--- src/hdl/nsfc_pkg.sv ---
// ---------------------------------------------------------------------------
// NMEA sentence framer/checker package
// Shared constants, codes, the prefix table and the result beat layout.
// ---------------------------------------------------------------------------
`default_nettype none

package nsfc_pkg;

    // Line buffer size; a line holds at most LINE_BUF_SIZE-1 bytes
    localparam int LINE_BUF_SIZE = 256;
    localparam logic [7:0] LINE_MAX = 8'(LINE_BUF_SIZE - 1);

    // Minimum length of a line that can carry a checksum
    localparam logic [7:0] MIN_LINE_LEN = 8'd8;
    localparam int PREFIX_LEN = 6;
    localparam int PREFIX_COUNT = 8;

    // Characters of interest
    localparam logic [7:0] CHAR_CR     = 8'h0D;
    localparam logic [7:0] CHAR_LF     = 8'h0A;
    localparam logic [7:0] CHAR_DOLLAR = 8'h24;
    localparam logic [7:0] CHAR_STAR   = 8'h2A;

    // Beat widths
    localparam int IN_TDATA_W  = 8;
    localparam int OUT_FIELD_W = 30;
    localparam int OUT_TDATA_W = 32;

    typedef enum logic [2:0] {
        ST_ACCEPTED = 3'd0,
        ST_SHORT    = 3'd1,
        ST_NO_STAR  = 3'd2,
        ST_MISMATCH = 3'd3,
        ST_OVERFLOW = 3'd4
    } line_status_t;

    typedef enum logic [2:0] {
        KIND_OTHER = 3'd0,
        KIND_GGA   = 3'd1,
        KIND_VTG   = 3'd2,
        KIND_GSA   = 3'd3,
        KIND_RMC   = 3'd4
    } sentence_kind_t;

    // One verdict
    typedef struct packed {
        logic [7:0]     given_sum;
        logic [7:0]     computed_sum;
        logic [7:0]     line_length;
        sentence_kind_t sentence_kind;
        line_status_t   line_status;
    } line_result_t;

    // Prefix table: entry 2k is the GN talker, 2k+1 the GP talker;
    // k runs over GGA, VTG, GSA, RMC
    localparam logic [7:0] PREFIX_TABLE [PREFIX_COUNT][PREFIX_LEN] = '{
        '{8'h24, 8'h47, 8'h4E, 8'h47, 8'h47, 8'h41},
        '{8'h24, 8'h47, 8'h50, 8'h47, 8'h47, 8'h41},
        '{8'h24, 8'h47, 8'h4E, 8'h56, 8'h54, 8'h47},
        '{8'h24, 8'h47, 8'h50, 8'h56, 8'h54, 8'h47},
        '{8'h24, 8'h47, 8'h4E, 8'h47, 8'h53, 8'h41},
        '{8'h24, 8'h47, 8'h50, 8'h47, 8'h53, 8'h41},
        '{8'h24, 8'h47, 8'h4E, 8'h52, 8'h4D, 8'h43},
        '{8'h24, 8'h47, 8'h50, 8'h52, 8'h4D, 8'h43}
    };

endpackage

`default_nettype wire

--- src/hdl/nsfc_line_track.sv ---
// ---------------------------------------------------------------------------
// NMEA line tracker
// Holds the per-line state, folds one byte in per go strobe and forms the
// verdict when a terminator ends a line or the line overflows.
// ---------------------------------------------------------------------------
`default_nettype none

module nsfc_line_track
    import nsfc_pkg::*;
(
    input  wire logic         clk,
    input  wire logic         rst_n,
    input  wire logic [7:0]   rx_byte,
    input  wire logic         go,
    output logic              res_valid,
    output line_result_t      result
);

    logic [7:0] line_count_reg,      line_count_next;
    logic [7:0] xor_acc_reg,         xor_acc_next;
    logic       star_found_reg,      star_found_next;
    logic [7:0] star_pos_reg,        star_pos_next;
    logic       dollar_reg,          dollar_next;
    logic [7:0] hex_value_reg,       hex_value_next;
    logic [1:0] hex_seen_reg,        hex_seen_next;
    logic       hex_ended_reg,       hex_ended_next;
    logic [7:0] prefix_match_reg,    prefix_match_next;

    logic       is_term;
    logic       is_hex;
    logic [3:0] hex_val;
    logic [7:0] len_minus3;

    // Hex digit decode
    always_comb
    begin
        is_hex  = 1'b1;
        hex_val = 4'd0;
        if (rx_byte >= 8'h30 && rx_byte <= 8'h39)
        begin
            hex_val = 4'(rx_byte - 8'h30);
        end
        else if (rx_byte >= 8'h61 && rx_byte <= 8'h66)
        begin
            hex_val = 4'(rx_byte - 8'h57);
        end
        else if (rx_byte >= 8'h41 && rx_byte <= 8'h46)
        begin
            hex_val = 4'(rx_byte - 8'h37);
        end
        else
        begin
            is_hex = 1'b0;
        end
    end

    assign is_term    = (rx_byte == CHAR_CR) || (rx_byte == CHAR_LF);
    assign len_minus3 = line_count_reg - 8'd3;

    // Verdict
    always_comb
    begin
        res_valid            = 1'b0;
        result.line_status   = ST_ACCEPTED;
        result.sentence_kind = KIND_OTHER;
        result.line_length   = line_count_reg;
        result.computed_sum  = 8'd0;
        result.given_sum     = 8'd0;
        if (is_term)
        begin
            res_valid = (line_count_reg != 8'd0);
            if (line_count_reg < MIN_LINE_LEN || !dollar_reg)
            begin
                result.line_status = ST_SHORT;
            end
            else if (!star_found_reg || star_pos_reg > len_minus3)
            begin
                result.line_status = ST_NO_STAR;
            end
            else
            begin
                result.computed_sum = xor_acc_reg;
                result.given_sum    = hex_value_reg;
                if (xor_acc_reg != hex_value_reg)
                begin
                    result.line_status = ST_MISMATCH;
                end
                else if (prefix_match_reg[0] || prefix_match_reg[1])
                begin
                    result.sentence_kind = KIND_GGA;
                end
                else if (prefix_match_reg[2] || prefix_match_reg[3])
                begin
                    result.sentence_kind = KIND_VTG;
                end
                else if (prefix_match_reg[4] || prefix_match_reg[5])
                begin
                    result.sentence_kind = KIND_GSA;
                end
                else if (prefix_match_reg[6] || prefix_match_reg[7])
                begin
                    result.sentence_kind = KIND_RMC;
                end
            end
        end
        else if (line_count_reg >= LINE_MAX)
        begin
            res_valid          = 1'b1;
            result.line_status = ST_OVERFLOW;
        end
    end

    // Next line state
    always_comb
    begin
        line_count_next   = line_count_reg;
        xor_acc_next      = xor_acc_reg;
        star_found_next   = star_found_reg;
        star_pos_next     = star_pos_reg;
        dollar_next       = dollar_reg;
        hex_value_next    = hex_value_reg;
        hex_seen_next     = hex_seen_reg;
        hex_ended_next    = hex_ended_reg;
        prefix_match_next = prefix_match_reg;
        if (res_valid)
        begin
            // line done: back to the empty line
            line_count_next   = 8'd0;
            xor_acc_next      = 8'd0;
            star_found_next   = 1'b0;
            star_pos_next     = 8'd0;
            dollar_next       = 1'b0;
            hex_value_next    = 8'd0;
            hex_seen_next     = 2'd0;
            hex_ended_next    = 1'b0;
            prefix_match_next = '1;
        end
        else if (!is_term)
        begin
            if (line_count_reg == 8'd0)
            begin
                dollar_next = (rx_byte == CHAR_DOLLAR);
            end
            if (line_count_reg < 8'(PREFIX_LEN))
            begin
                for (int k = 0; k < PREFIX_COUNT; k++)
                begin
                    if (PREFIX_TABLE[k][line_count_reg[2:0]] != rx_byte)
                    begin
                        prefix_match_next[k] = 1'b0;
                    end
                end
            end
            if (star_found_reg)
            begin
                if (!hex_ended_reg && hex_seen_reg < 2'd2)
                begin
                    if (!is_hex)
                    begin
                        hex_ended_next = 1'b1;
                    end
                    else
                    begin
                        hex_value_next = {hex_value_reg[3:0], hex_val};
                        hex_seen_next  = hex_seen_reg + 2'd1;
                    end
                end
            end
            else if (line_count_reg != 8'd0)
            begin
                if (rx_byte == CHAR_STAR)
                begin
                    star_found_next = 1'b1;
                    star_pos_next   = line_count_reg;
                end
                else
                begin
                    xor_acc_next = xor_acc_reg ^ rx_byte;
                end
            end
            line_count_next = line_count_reg + 8'd1;
        end
    end

    // Line state registers
    always_ff @(posedge clk or negedge rst_n)
    begin
        if (!rst_n)
        begin
            line_count_reg   <= 8'd0;
            xor_acc_reg      <= 8'd0;
            star_found_reg   <= 1'b0;
            star_pos_reg     <= 8'd0;
            dollar_reg       <= 1'b0;
            hex_value_reg    <= 8'd0;
            hex_seen_reg     <= 2'd0;
            hex_ended_reg    <= 1'b0;
            prefix_match_reg <= '1;
        end
        else if (go)
        begin
            line_count_reg   <= line_count_next;
            xor_acc_reg      <= xor_acc_next;
            star_found_reg   <= star_found_next;
            star_pos_reg     <= star_pos_next;
            dollar_reg       <= dollar_next;
            hex_value_reg    <= hex_value_next;
            hex_seen_reg     <= hex_seen_next;
            hex_ended_reg    <= hex_ended_next;
            prefix_match_reg <= prefix_match_next;
        end
    end

endmodule

`default_nettype wire

--- config.mk ---
export PLATFORM = sky130hd
export DESIGN_NAME = nsfc_line_track
export DESIGN_NICKNAME = d
export VERILOG_FILES = /design/src/hdl/nsfc_pkg.sv /design/src/hdl/nsfc_line_track.sv
export SDC_FILE = /design/constraint.sdc
export NUM_CORES = 1
export LEC_CHECK = 0
export BUFFER_PORTS_ARGS = -buffer_cell sky130_fd_sc_hd__buf_2
export CAP_MARGIN = 20
export CORE_MARGIN = 2
export CORE_UTILIZATION = 54
export DETAILED_ROUTE_END_ITERATION = 10
export HOLD_SLACK_MARGIN = 0.15
export PLACE_DENSITY = 0.84
export SYNTH_ARGS = -nofsm -noshare
export SYNTH_HDL_FRONTEND = slang
export SYNTH_SLANG_ARGS = --single-unit
--- constraint.sdc ---
create_clock -name clk -period 3.36 [get_ports clk]
set_clock_uncertainty 0.05 [all_clocks]
set_input_delay 0.336 -clock clk [delete_from_list [all_inputs] [get_ports clk]]
set_output_delay 0.336 -clock clk [all_outputs]
set_load 0.005 [all_outputs]
==> results.cfg <==
[floorplan]
dieWidth_um = 85.90
die_area_um2 = 7379
rows = 29
fp.dieH_um = 85.90
floorplan.initialDensity_pct = 56.40
core_um2 = 6422
num_io_pins = 42

[detailed_routing]
drtPass1Iterations = 7
wl_per_cell_um = 16.84
dr_total_vias = 3203
viasPerCell = 6.136
antenna_left = 0
drt_iter0_drc = 259
drc = 5
wirelength_mm = 8.788

[grt]
track_usage_pct = 24.72
grt_max_degree = 46
grt-ovfl-total = 0
antenna_found_initial = 0
grt_pass1_vias = 3041
grt_pass1_wl_mm = 14.61

[power_and_ir_drop]
p_leak_nw = 1.788
power.density_nw_per_um2 = 573.7
peakVddDrop_mv = 0.2911

[setup_path]
critPathMaxFanout = 10
cpMaxStageDelayCell = dfrtp_1
worst-setup-path-type = flop to output port
rr_worst_depth = 8
cp.depth = 12
critPathRequiredTime_ps = 2970
crit_family = adder cells
end_kind = output port
crit_buf_inv = 4
max_stage_delay_ps = 470
crit_chain = inv_2 -> ha_1 -> inv_1 -> ha_1 -> nor2b_1 -> o211ai_1 -> a21oi_1 -> o22ai_1 -> buf_4 -> nand3_1 -> nor4_2 -> buf_2
crit_path_start_kind = flop
arrival_ps = 2840
path_common_cell = ha_1

[sta]
fin_crit_sh_pct = 95.91
max_freq_ghz = 0.3103
slew_headroom_pct = 33.78
hold_violations = 0
finalCriticalPeriod_ps = 3222
setup_viol = 0
rsz0062_at_grt = no
tightest_slew_ps = 986.7
setup_tns_ps = 0
slew_viol_final = 0

[clocking]
clockRootBuffer = clkbuf_8
cts_inserted_buffers = 5
insertion_delay_ps = 300
cts_tree = done
htreeDepth = 2
clk_pin_slew_ps = 80
cts_sinks = 45
clk_path_buf_depth = 2

[outcome]
violations = design-rule violations
status = finished with violations

[yosys]
async_reset_ff_share_pct = 100.0
yosysUniqueCellTypes = 64
synth-edff-count = 0
syn_area_per_cell_um2 = 8.856
synth_area_um2 = 3622
yosysSeqAreaShare_pct = 31.36
synthCells = 409
yosysWarnings = 0
synth.net_count = 443
ys.flop_type = dfrtp_1
ys_ff_latch = 45

[layout]
nFillCells = 521
area_delta_synth_final_pct = 11.78
final_cell_mix = buf_2, dfrtp_1, xnor2_1, nand2_1, a21oi_1
nets = 478
layout_commonest_cell = buf_2
layout-drive-gt1-share_pct = 22.70
stdcell_count = 522
insertedDiodeCount = 0

[job]
cap_violations = 0

[placed_design]
port_buffers = 41
dp.cells = 508
dp_hpwl_mm = 6.406
gp_congestion = 0.9017

[worst_hold_path]
holdPathStages = 3
min-delay-path-class = input pin to flop
==> per-layer routing <==
| layer | vias to the layer above | wire [um] | track usage (%) |
|---|---|---|---|
| li1 | 1548 | - | - |
| met1 | 1521 | 3963 | 33.09 |
| met2 | 111 | 4068 | 39.25 |
| met3 | 23 | 490 | 3.850 |
| met4 | 0 | 265 | 11.54 |
| met5 | - | 0 | 0 |
==> cells in the mapped netlist, drive strengths merged (7+ instances only) <==
library cell	count	area share (%)
dfrtp	37	26
nand4	7	1.2
nor2	20	2.1
xnor2	33	8.0
xor2	8	1.9
dfstp	8	5.8
o21ai	24	3.3
nor3	9	1.2
buf	12	2.5
nor2b	7	1.2
nand2	33	3.4
inv	17	1.8
ha	23	7.9
nand3	15	2.1
nand3b	8	1.7
clkbuf	20	2.1
o31ai	8	1.7
a21oi	28	4.1
and4	19	4.6
==> cell families (layout without fill, tap and decap cells) <==
group | after synthesis | after routing | synth area share, %
fa+ha+maj | 23 | 23 | 7.945
compound gates | 102 | 102 | 19.34
mux | 4 | 4 | 1.485
buf+inv | 50 | 86 | 6.528
xor+xnor | 41 | 41 | 9.914
simple gates | 144 | 144 | 23.42
flops | 45 | 45 | 31.36
==> power breakdown <==
group	switching (W)	leakage (nW)	total [W]	internal [W]
sequential	0.000137	0.555	0.000799	0.000662
combinational	0.000605	1.18	0.00112	0.000518
clock	0.000181	0.0528	0.000401	0.000220
total	0.000923	1.79	0.00232	0.00140
==> final cells by class <==
type                    instances  area [um^2]  area share, %
multi-input cells             314         2272          56.12
flip-flops and latches         45         1139          28.12
repair buffers                 60        362.8          8.962
well taps                      77        96.34          2.379
clock buffers                   6        72.57          1.792
inverters                      18        72.57          1.792
clock inverters                 2        33.78         0.8344
==> worst paths after layout <==
check / start / endpoint / slack (ps)
max: line_count_reg[0]$_DFFE_PN0P_ / result[4] / 140
min: rx_byte[0] / xor_acc_reg[0]$_DFFE_PN0P_ / 370
max reg2reg: line_count_reg[0]$_DFFE_PN0P_ / hex_seen_reg[0]$_DFFE_PN0P_ / 500
min reg2reg: star_pos_reg[0]$_DFFE_PN0P_ / star_pos_reg[0]$_DFFE_PN0P_ / 440
max in group asynchronous: rst_n / prefix_match_reg[4]$_DFFE_PN1P_ / 2280
min in group asynchronous: rst_n / line_count_reg[5]$_DFFE_PN0P_ / 420
==> worst min-delay path, stage by stage <==
cell      delay, ps
buf_2           170
nand3b_1        110
a21oi_1          60
==> metrics by stage <==
| stage | hold slack (ps) | worst slack (ps) | utilization [%] | total power, W | instance area, um^2 |
|---|---|---|---|---|---|
| 3_5_place_dp | 426.4 | 243.1 | 60.06 | 0.001850 | 3857 |
| 4_1_cts | 172.7 | 21.29 | 61.84 | 0.002263 | 3971 |
| 6_report | 365.6 | 137.5 | 63.04 | 0.002323 | 4049 |
| 3_3_place_gp | 412.1 | 410.0 | 60.06 | 0.001816 | 3857 |
| 5_1_grt | 375.2 | 2.879 | 63.04 | 0.002494 | 4049 |
| 2_1_floorplan | -9.591 | 99.66 | - | 0.001572 | 3622 |
==> repair_timing <==
| item | in CTS | in global routing |
|---|---|---|
| gates resized for setup | 3 | 7 |
| buffers inserted | 0 | 4 |
| hold buffers | 0 | 1 |
| hold endpoints to repair | 0 | 15 |
| endpoints found under the setup margin | 1 | 4 |
(Power assumes the default switching activity.)
